File: src/hdl/sfd_pkg.sv
`timescale 1ns / 1ps

package sfd_pkg;

    localparam int unsigned MaxFrameBytes = 4096;
    localparam int unsigned CapWidth      = 13;
    localparam int unsigned PosWidth      = 12;

    localparam logic [7:0] SLIP_END     = 8'hC0;
    localparam logic [7:0] SLIP_ESC     = 8'hDB;
    localparam logic [7:0] SLIP_ESC_END = 8'hDC;
    localparam logic [7:0] SLIP_ESC_ESC = 8'hDD;

    localparam logic [CapWidth-1:0] CAP_LIMIT = CapWidth'(MaxFrameBytes);

    typedef enum logic [1:0] {
        MODE_DECODE = 2'd0,
        MODE_ESCAPE = 2'd1,
        MODE_DROP   = 2'd2
    } t_rx_mode;

    typedef enum logic [1:0] {
        ST_OK        = 2'd0,
        ST_OVERFLOW  = 2'd1,
        ST_VIOLATION = 2'd2
    } t_status;

    typedef struct packed {
        t_status             status;
        logic                byte_valid;
        logic [7:0]          payload_byte;
        logic [PosWidth-1:0] byte_position;
        logic                frame_done;
        logic [PosWidth-1:0] frame_length;
    } t_result;

endpackage

File: src/hdl/sfd_if.sv
`timescale 1ns / 1ps

interface sfd_rx_if;
    logic       valid;
    logic       ready;
    logic [7:0] rx_byte;

    modport source (output valid, output rx_byte, input ready);
    modport sink (input valid, input rx_byte, output ready);
endinterface

interface sfd_res_if;
    logic        valid;
    logic        ready;
    logic [1:0]  status;
    logic        byte_valid;
    logic [7:0]  payload_byte;
    logic [11:0] byte_position;
    logic        frame_done;
    logic [11:0] frame_length;

    modport source (output valid, output status, output byte_valid, output payload_byte,
                    output byte_position, output frame_done, output frame_length,
                    input ready);
    modport sink (input valid, input status, input byte_valid, input payload_byte,
                  input byte_position, input frame_done, input frame_length,
                  output ready);
endinterface

interface sfd_cfg_if;
    logic        valid;
    logic        ready;
    logic [12:0] frame_capacity;

    modport source (output valid, output frame_capacity, input ready);
    modport sink (input valid, input frame_capacity, output ready);
endinterface

File: src/hdl/sfd_step.sv
`timescale 1ns / 1ps

module sfd_step (
    input  sfd_pkg::t_rx_mode                  i_mode,
    input  logic [sfd_pkg::CapWidth-1:0]       i_index,
    input  logic [sfd_pkg::CapWidth-1:0]       i_capacity,
    input  logic [7:0]                         i_byte,
    output sfd_pkg::t_rx_mode                  o_mode,
    output logic [sfd_pkg::CapWidth-1:0]       o_index,
    output sfd_pkg::t_result                   o_result
);
    import sfd_pkg::*;

    logic [CapWidth-1:0] w_usable;
    logic [CapWidth-1:0] w_index_inc;

    assign w_usable    = (i_capacity > CAP_LIMIT) ? CAP_LIMIT : i_capacity;
    assign w_index_inc = i_index + CapWidth'(1);

    always_comb begin
        o_mode   = i_mode;
        o_index  = i_index;
        o_result = '0;
        o_result.status = ST_OK;

        if (i_index >= w_usable) begin
            o_index         = '0;
            o_result.status = ST_OVERFLOW;
        end else begin
            case (i_mode)
                MODE_ESCAPE: begin
                    if (i_byte == SLIP_ESC_END || i_byte == SLIP_ESC_ESC) begin
                        o_result.byte_valid    = 1'b1;
                        o_result.payload_byte  = (i_byte == SLIP_ESC_END) ? SLIP_END : SLIP_ESC;
                        o_result.byte_position = i_index[PosWidth-1:0];
                        o_index                = w_index_inc;
                        o_mode                 = MODE_DECODE;
                    end else begin
                        o_mode          = MODE_DROP;
                        o_result.status = ST_VIOLATION;
                    end
                end
                MODE_DROP: begin
                    if (i_byte == SLIP_END) begin
                        o_mode  = MODE_DECODE;
                        o_index = '0;
                    end
                end
                default: begin
                    o_mode = MODE_DECODE;
                    if (i_byte == SLIP_END) begin
                        o_result.frame_done   = 1'b1;
                        o_result.frame_length = i_index[PosWidth-1:0];
                        o_index               = '0;
                    end else if (i_byte == SLIP_ESC) begin
                        o_mode = MODE_ESCAPE;
                    end else begin
                        o_result.byte_valid    = 1'b1;
                        o_result.payload_byte  = i_byte;
                        o_result.byte_position = i_index[PosWidth-1:0];
                        o_index                = w_index_inc;
                    end
                end
            endcase
        end
    end

endmodule

File: src/hdl/slip_frame_decoder_core.sv
`timescale 1ns / 1ps

// Channel   Direction  Contents
// i_rx      in         rx_byte, one encoded byte per request
// o_res     out        status, byte_valid, payload_byte, byte_position, frame_done, frame_length
// i_cfg     in         frame_capacity, always ready
//
// Each accepted byte yields one result in the next cycle; one byte per cycle unless stalled.
// The decoder state and the result register are updated in the same cycle as acceptance.
// Reset returns the decoder to normal decoding, clears the index and sets the capacity to 4096.
// While a result is held by a stalled sink, the next byte is accepted only when it is taken.

module slip_frame_decoder_core (
    input  logic        i_clk,
    input  logic        i_rst_n,
    sfd_rx_if.sink      i_rx,
    sfd_res_if.source   o_res,
    sfd_cfg_if.sink     i_cfg
);
    import sfd_pkg::*;

    t_rx_mode            r_mode;
    t_rx_mode            n_mode;
    logic [CapWidth-1:0] r_index;
    logic [CapWidth-1:0] n_index;
    logic [CapWidth-1:0] r_capacity;
    logic                r_valid;
    t_result             r_result;
    t_result             n_result;
    logic                w_accept;

    sfd_step u_step (
        .i_mode     (r_mode),
        .i_index    (r_index),
        .i_capacity (r_capacity),
        .i_byte     (i_rx.rx_byte),
        .o_mode     (n_mode),
        .o_index    (n_index),
        .o_result   (n_result)
    );

    assign i_rx.ready  = !r_valid || o_res.ready;
    assign w_accept    = i_rx.valid && i_rx.ready;
    assign i_cfg.ready = 1'b1;

    always_ff @(posedge i_clk) begin
        if (!i_rst_n) begin
            r_mode     <= MODE_DECODE;
            r_index    <= '0;
            r_capacity <= CAP_LIMIT;
            r_valid    <= 1'b0;
        end else begin
            if (i_cfg.valid) begin
                r_capacity <= i_cfg.frame_capacity;
            end
            if (w_accept) begin
                r_mode  <= n_mode;
                r_index <= n_index;
                r_valid <= 1'b1;
            end else if (o_res.ready) begin
                r_valid <= 1'b0;
            end
        end
    end

    always_ff @(posedge i_clk) begin
        if (w_accept) begin
            r_result <= n_result;
        end
    end

    assign o_res.valid         = r_valid;
    assign o_res.status        = r_result.status;
    assign o_res.byte_valid    = r_result.byte_valid;
    assign o_res.payload_byte  = r_result.payload_byte;
    assign o_res.byte_position = r_result.byte_position;
    assign o_res.frame_done    = r_result.frame_done;
    assign o_res.frame_length  = r_result.frame_length;

endmodule

File: src/flat_wrapper.sv
// flat-port wrapper written by rule: the top's interface ports become plain ports
module slip_frame_decoder_core_flat import sfd_pkg::*;
  (i_clk, i_rst_n, i_rx_valid, i_rx_rx_byte, i_rx_ready, o_res_valid, o_res_status, o_res_byte_valid, o_res_payload_byte, o_res_byte_position, o_res_frame_done, o_res_frame_length, o_res_ready, i_cfg_valid, i_cfg_frame_capacity, i_cfg_ready);
  sfd_rx_if i_rx_i ();
  sfd_res_if o_res_i ();
  sfd_cfg_if i_cfg_i ();
  input  logic i_clk;
  input  logic i_rst_n;
  input wire logic [$bits(i_rx_i.valid)-1:0] i_rx_valid;
  input wire logic [$bits(i_rx_i.rx_byte)-1:0] i_rx_rx_byte;
  output wire logic [$bits(i_rx_i.ready)-1:0] i_rx_ready;
  output wire logic [$bits(o_res_i.valid)-1:0] o_res_valid;
  output wire logic [$bits(o_res_i.status)-1:0] o_res_status;
  output wire logic [$bits(o_res_i.byte_valid)-1:0] o_res_byte_valid;
  output wire logic [$bits(o_res_i.payload_byte)-1:0] o_res_payload_byte;
  output wire logic [$bits(o_res_i.byte_position)-1:0] o_res_byte_position;
  output wire logic [$bits(o_res_i.frame_done)-1:0] o_res_frame_done;
  output wire logic [$bits(o_res_i.frame_length)-1:0] o_res_frame_length;
  input wire logic [$bits(o_res_i.ready)-1:0] o_res_ready;
  input wire logic [$bits(i_cfg_i.valid)-1:0] i_cfg_valid;
  input wire logic [$bits(i_cfg_i.frame_capacity)-1:0] i_cfg_frame_capacity;
  output wire logic [$bits(i_cfg_i.ready)-1:0] i_cfg_ready;
  assign i_rx_i.valid = i_rx_valid;
  assign i_rx_i.rx_byte = i_rx_rx_byte;
  assign i_rx_ready = i_rx_i.ready;
  assign o_res_valid = o_res_i.valid;
  assign o_res_status = o_res_i.status;
  assign o_res_byte_valid = o_res_i.byte_valid;
  assign o_res_payload_byte = o_res_i.payload_byte;
  assign o_res_byte_position = o_res_i.byte_position;
  assign o_res_frame_done = o_res_i.frame_done;
  assign o_res_frame_length = o_res_i.frame_length;
  assign o_res_i.ready = o_res_ready;
  assign i_cfg_i.valid = i_cfg_valid;
  assign i_cfg_i.frame_capacity = i_cfg_frame_capacity;
  assign i_cfg_ready = i_cfg_i.ready;
  slip_frame_decoder_core u_core (.i_clk(i_clk), .i_rst_n(i_rst_n), .i_rx(i_rx_i), .o_res(o_res_i), .i_cfg(i_cfg_i));
endmodule
File: config.mk
export PLATFORM = sky130hd
export DESIGN_NAME = slip_frame_decoder_core_flat
export DESIGN_NICKNAME = d
export VERILOG_FILES = /design/src/hdl/sfd_pkg.sv /design/src/hdl/sfd_if.sv /design/src/hdl/sfd_step.sv /design/src/hdl/slip_frame_decoder_core.sv /design/src/flat_wrapper.sv
export SDC_FILE = /design/constraint.sdc
export NUM_CORES = 1
export LEC_CHECK = 0
export BUFFER_PORTS_ARGS = -buffer_cell sky130_fd_sc_hd__buf_4
export CORE_MARGIN = 1
export CORE_UTILIZATION = 50
export DETAILED_ROUTE_END_ITERATION = 12
export GPL_ROUTABILITY_DRIVEN = 0
export PLACE_DENSITY_LB_ADDON = 0.12
export SYNTH_ARGS = -nofsm -noshare
export SYNTH_HDL_FRONTEND = slang
export SYNTH_HIERARCHICAL = 1
export SYNTH_SLANG_ARGS = --single-unit
File: constraint.sdc
create_clock -name i_clk -period 2.8 [get_ports i_clk]
set_input_delay 0.28 -clock i_clk [delete_from_list [all_inputs] [get_ports i_clk]]
set_output_delay 0.28 -clock i_clk [all_outputs]
set_load 0.01 [all_outputs]
# == Word level (Yosys, flattened, before mapping) ==
# Cells that the tools add are included.
# op_classes
reduce_logical,10
eq_ne,10
n_addsub,1
n_bitwise,3
mux,21
order_cmp,2
# op_table
operator,n
$mux 13,7
$mux 21,3
$pmux 21 s2,1
$eq 8x8->1 const B,4
$pmux 13 s2,1
$add 13x1->13 const B,1
$ge 13x13->1,1
$gt 13x13->1 const B,1
$ne 3x3->1 const B,2
$mux 1,5
$mux 5,1
$mux 2,2
$ne 4x3->1 const B,1
$pmux 2 s2,1
$reduce_and 4->1,1
$reduce_or 4->1,1
$not 1->1,3
$reduce_and 3->1,1
$reduce_or 3->1,1
$eq 2x1->1 const B,1
$eq 2x2->1 const B,1
$logic_or 1x1->1,2
$ne 2x2->1 const B,1
$reduce_bool 2->1,1
3 further kinds,3
# totals
elab_cells,58
input_bits,26
out_inout_bits,39
regBits,65

# == Logic depth before layout (Yosys ltp) ==
# depth
ltp_word,5
depth_mapped,13
ltp_nobuf,11

# == Hierarchy ==
# The synthesis kept the hierarchy.
# modules_own_cells
mod,area_per_inst_um2,seq_area_each_um2,instances,cells_each
slip_frame_decoder_core,2243.4,1661.6,1,151
sfd_step,1468.9,0.0,1,225

# == Worst setup path after synthesis ==
# Ideal clock, no wire load.
# synth_path
path_kind,register to register
startpoint,reg u_core.r_capacity[12]
endpoint,reg u_core.r_index[10]
period_less_slack_ps,2508
arrival_time_ps,2437
slack_ps,292
path_buffers,2
stages_incl_launch_ff,14
required_ps,2728
setup_ps,72
path_cell_list,dfxtp_1 inv_1 clkbuf_1 nand2_1 ha_1 and4_1 a21oi_1 o221ai_2 a21oi_1 inv_2 buf_2 a211oi_1 nand2_1 mux2i_1
# synth_between
elab_cells_between_ends,8
cone_classes,order compare (2); eq/ne (3); mux (2); reduce/logical (1)
# synth_lines
element,line,text
from (decl),slip_frame_decoder_core.sv:26,logic [CapWidth-1:0] r_capacity;
from (signal assigned),slip_frame_decoder_core.sv:54,r_capacity <= i_cfg.frame_capacity;
$gt 13x13->1,sfd_step.sv:17,assign w_usable = (i_capacity > CAP_LIMIT) ? CAP_LIMIT : i_capacity;
$mux 13 *,sfd_step.sv:17,
$ge 13x13->1 *,sfd_step.sv:26,if (i_index >= w_usable) begin
$mux 13 *,sfd_step.sv:26,
net u_core.n_index[10],slip_frame_decoder_core.sv:25,logic [CapWidth-1:0] n_index;
to (signal assigned),slip_frame_decoder_core.sv:58,r_index <= n_index;
to (decl),slip_frame_decoder_core.sv:24,logic [CapWidth-1:0] r_index;
# The timed path passes the listed nets; every way through them passes the cells marked *.
# A chain may end at the register's enable or synchronous reset.

# == Worst setup path in the final report ==
# layout_path
startpoint,reg u_core.r_capacity[12]
endpoint,reg u_core.r_mode[1]
# layout_between
elab_chain_cells,5
# layout_lines
element,line,text
$gt 13x13->1,sfd_step.sv:17,
$mux 13 *,sfd_step.sv:17,
$ge 13x13->1 *,sfd_step.sv:26,
$not 1->1 (no line) *,n/a,
$reduce_and 3->1 (no line) *,n/a,
to (signal assigned),slip_frame_decoder_core.sv:57,r_mode <= n_mode;
to (decl),slip_frame_decoder_core.sv:22,t_rx_mode r_mode;
# Every way passes the cells marked *; elsewhere a longest branch is shown, timed or not.

==> out/qor.yml <==
run_status:
  outcome: "finished clean"
logic_synthesis:
  syn_inst: 376
  synth_most_common_cell: "nand2_1"
  synthArstFlopShare: 0
  ys_seq_area_frac: 0.448
  syn_area_mm2: 0.00371
  ys.flop_type: "edfxtp_1"
  synth_edf_count: 36
  synth_commonest_cells: "nand2_1 (58), edfxtp_1 (36), dfxtp_1 (29), mux2i_1 (28), and2_1 (20)"
  yosysWarnings: 6
  yosysUniqueCellTypes: 60
  synthTopCellsByArea: "edfxtp_1 (29%), dfxtp_1 (16%), mux2i_1 (7.5%)"
  synth.top_cell.area_share: 0.291
  synth_top_cell_by_area: "edfxtp_1"
  synth_fp_nets: 420
  synth-seq-cells: 65
  synthesis.area_per_instance_um2: 9.87
setup_path:
  crit_path_end_kind: "flip-flop"
  slowest_delay_ps: 460
  cpMostUsedCell: "nand2_1"
  worstSetupPathDepth: 10
  reg2regPathDepth: 10
  r2r_setup_slack_ps: 250
  required_ps: 3070
  r2r_end: "u_core/r_mode[1]"
  critPathBufInv: 1
  crit_path_start: "u_core/r_capacity[12]"
  cp_cell_sequence: "inv_1 -> nand2_1 -> ha_1 -> and4_1 -> a21oi_1 -> o221ai_2 -> a211oi_1 -> a2bb2oi_1 -> nand2_1 -> mux2i_1"
  crit_end: "u_core/r_mode[1]"
  critPathTopFamily: "compound AO/OA/AOI/OAI gates"
  start_kind: "flip-flop"
  r2r_start: "u_core/r_capacity[12]"
  path_max_fanout: 12
  slowest_stage: "a211oi_1"
  crit_arrival_ps: 2820
  worst-setup-path-type: "reg -> reg"
route:
  post_drt_wl_per_cell_um: 15.2
  dr_total_vias: 3012
  dr.first_iter.drc_count: 276
  antenna_left: 0
  dr.pass1.iters: 5
  via_per_inst: 5.52
  wl_mm: 8.28
  drc: 0
clocking:
  cts_buffer_depth: 2
  clk_pin_slew_worst_paths_ps: 70
  cts_sinks: 65
  cts_hold_buf: 0
  clock_latency_ps: 350
  htree_num_levels: 3
  numCtsBuffers: 9
  cts_tree: "yes"
  ctsRootBufferMaster: "clkbuf_8"
sta:
  clock.fmax_mhz: 393
  skew_ps: 8.90
  post-route-period-util: 0.910
  setup_violations: 0
  setup_ws_ps: 253
  timing_hold_violations_final: 0
  rsz0062_at_grt: "no"
  worst_pin_slew_ps: 713
  tns_ps: 0
  fin_crit_ps: 2550
  slew_headroom: 0.525
  finalMaxSlewViolations: 0
floorplan:
  start_util: 0.515
  die_x_um: 88.2
  fp.dieH_um: 88.2
  io_pins: 65
  die_area_mm2: 0.00777
  rows: 31
  core_region_area_mm2: 0.00721
place:
  dp.cells: 530
  pre_cts_slack_ps: 283
  dpl.hpwl_mm: 5.87
  numPortBuffers: 63
  placed_area_mm2: 0.00427
global_routing:
  grt_pass1_wl_mm: 13.0
  antenna_found_initial: 0
  grt_overflow: 0
  first_global_vias: 2668
  grt_use_total: 0.222
  grt_max_degree: 52
final_layout:
  drive_gt1_frac: 0.228
  n_antenna_cell: 0
  fillerInstances: 651
  fin_cells: 546
  area_growth_syn_to_layout_pct: 21.2
  postLayoutCellArea_mm2: 0.00450
  final_nets: 486
worst_hold_path:
  hold_path.class: "in -> reg"
run:
  drv_cap: 0
power_and_ir_drop:
  p_leak_uw: 0.00183
  irDropWorstVdd_v: 0.000264
  p_per_area_mw_per_mm2: 490
[registers in the layout, summed over array words and instances, names as in the netlist]
name / flops
u_core/o_res.byte_position: 12
u_core/o_res.byte_valid: 1
u_core/o_res.frame_done: 1
u_core/o_res.frame_length: 12
u_core/o_res.payload_byte: 8
u_core/o_res.status: 2
u_core/o_res.valid: 1
u_core/r_capacity: 13
u_core/r_index: 13
u_core/r_mode: 2
[placed cells by master (no fill, tap or decap), types with 15 or more instances in the layout]
cell,n
and2_1,20
edfxtp_1,36
nor3_1,15
buf_4,73
a21oi_1,17
nand2_1,58
ha_1,18
mux2i_1,28
dfxtp_1,29
[how the worst min path moves through the flow]
stage / from / endpoint / slack, ps / depth (start not counted)
2_1_floorplan: i_cfg_frame_capacity[12] / u_core/r_capacity[12] / 410 / 2
3_3_place_gp: u_core/r_mode[0] / u_core/r_mode[0] / 460 / 2
3_5_place_dp: u_core/r_mode[0] / u_core/r_mode[0] / 470 / 2
4_1_cts: i_cfg_frame_capacity[12] / u_core/r_capacity[12] / 140 / 3
5_1_grt: i_cfg_frame_capacity[12] / u_core/r_capacity[12] / 160 / 3
6_report: i_cfg_frame_capacity[12] / u_core/r_capacity[12] / 150 / 3
[worst reg2reg max path, cell delays in order, from the launching register on]
cell       delay [ps]
dfxtp_1           320
inv_1             260
nand2_1           100
ha_1              300
and4_1            210
a21oi_1           150
o221ai_2          170
a211oi_1          460
a2bb2oi_1         270
nand2_1            80
mux2i_1           150
[report_power, final]
part	internal, uW	switching [uW]	leakage, uW	total, uW
registers	1050	18.1	0.000595	1070
clock network	510	380	0.000110	890
logic	114	131	0.00112	245
[metal layers]
layer  track usage  vias up  share of wire
met2         0.358      133           0.47
met5             0        -              0
met1         0.292     1361           0.45
met3        0.0518       11          0.067
li1              -     1507              -
met4        0.0733        0          0.014
[metrics by stage]
| stage | utilization | power (uW) | hold WS (ps) |
|---|---|---|---|
| final | 0.624 | 2210 | 149 |
| after global routing | 0.624 | 2300 | 161 |
| after CTS | 0.623 | 2220 | 141 |
| after detailed placement | 0.592 | 1340 | 473 |
| after global placement | 0.592 | 1330 | 462 |
| after floorplan | - | 1240 | 408 |
[logic make-up after synthesis]
logic type | Yosys count | share of synthesized area
and+or+nand+nor | 153 | 0.218
AOI/OAI and AO/OA | 79 | 0.152
DFF | 65 | 0.448
buffers and inverters | 32 | 0.0452
muxes | 28 | 0.0755
adders and majority gates | 18 | 0.0607
other | 1 | 0.00101
[final cells by class]
class,instances,area [um2],share of cell area
Sequential cell,65,1660,0.369
Clock inverter,7,103,0.0228
Inverter,14,55.1,0.0122
Multi-Input combinational cell,279,1890,0.419
Timing Repair Buffer,73,548,0.122
Clock buffer,9,124,0.0275
Tap cell,99,124,0.0275
[repair_timing]
action | 4_1_cts | 5_1_grt
hold endpoints to repair | 0 | 0
buffers inserted | 0 | 0
endpoints found under the setup margin | 0 | 1
resized for setup | 0 | 2
Note: power is estimated with default switching activity, not from simulation.
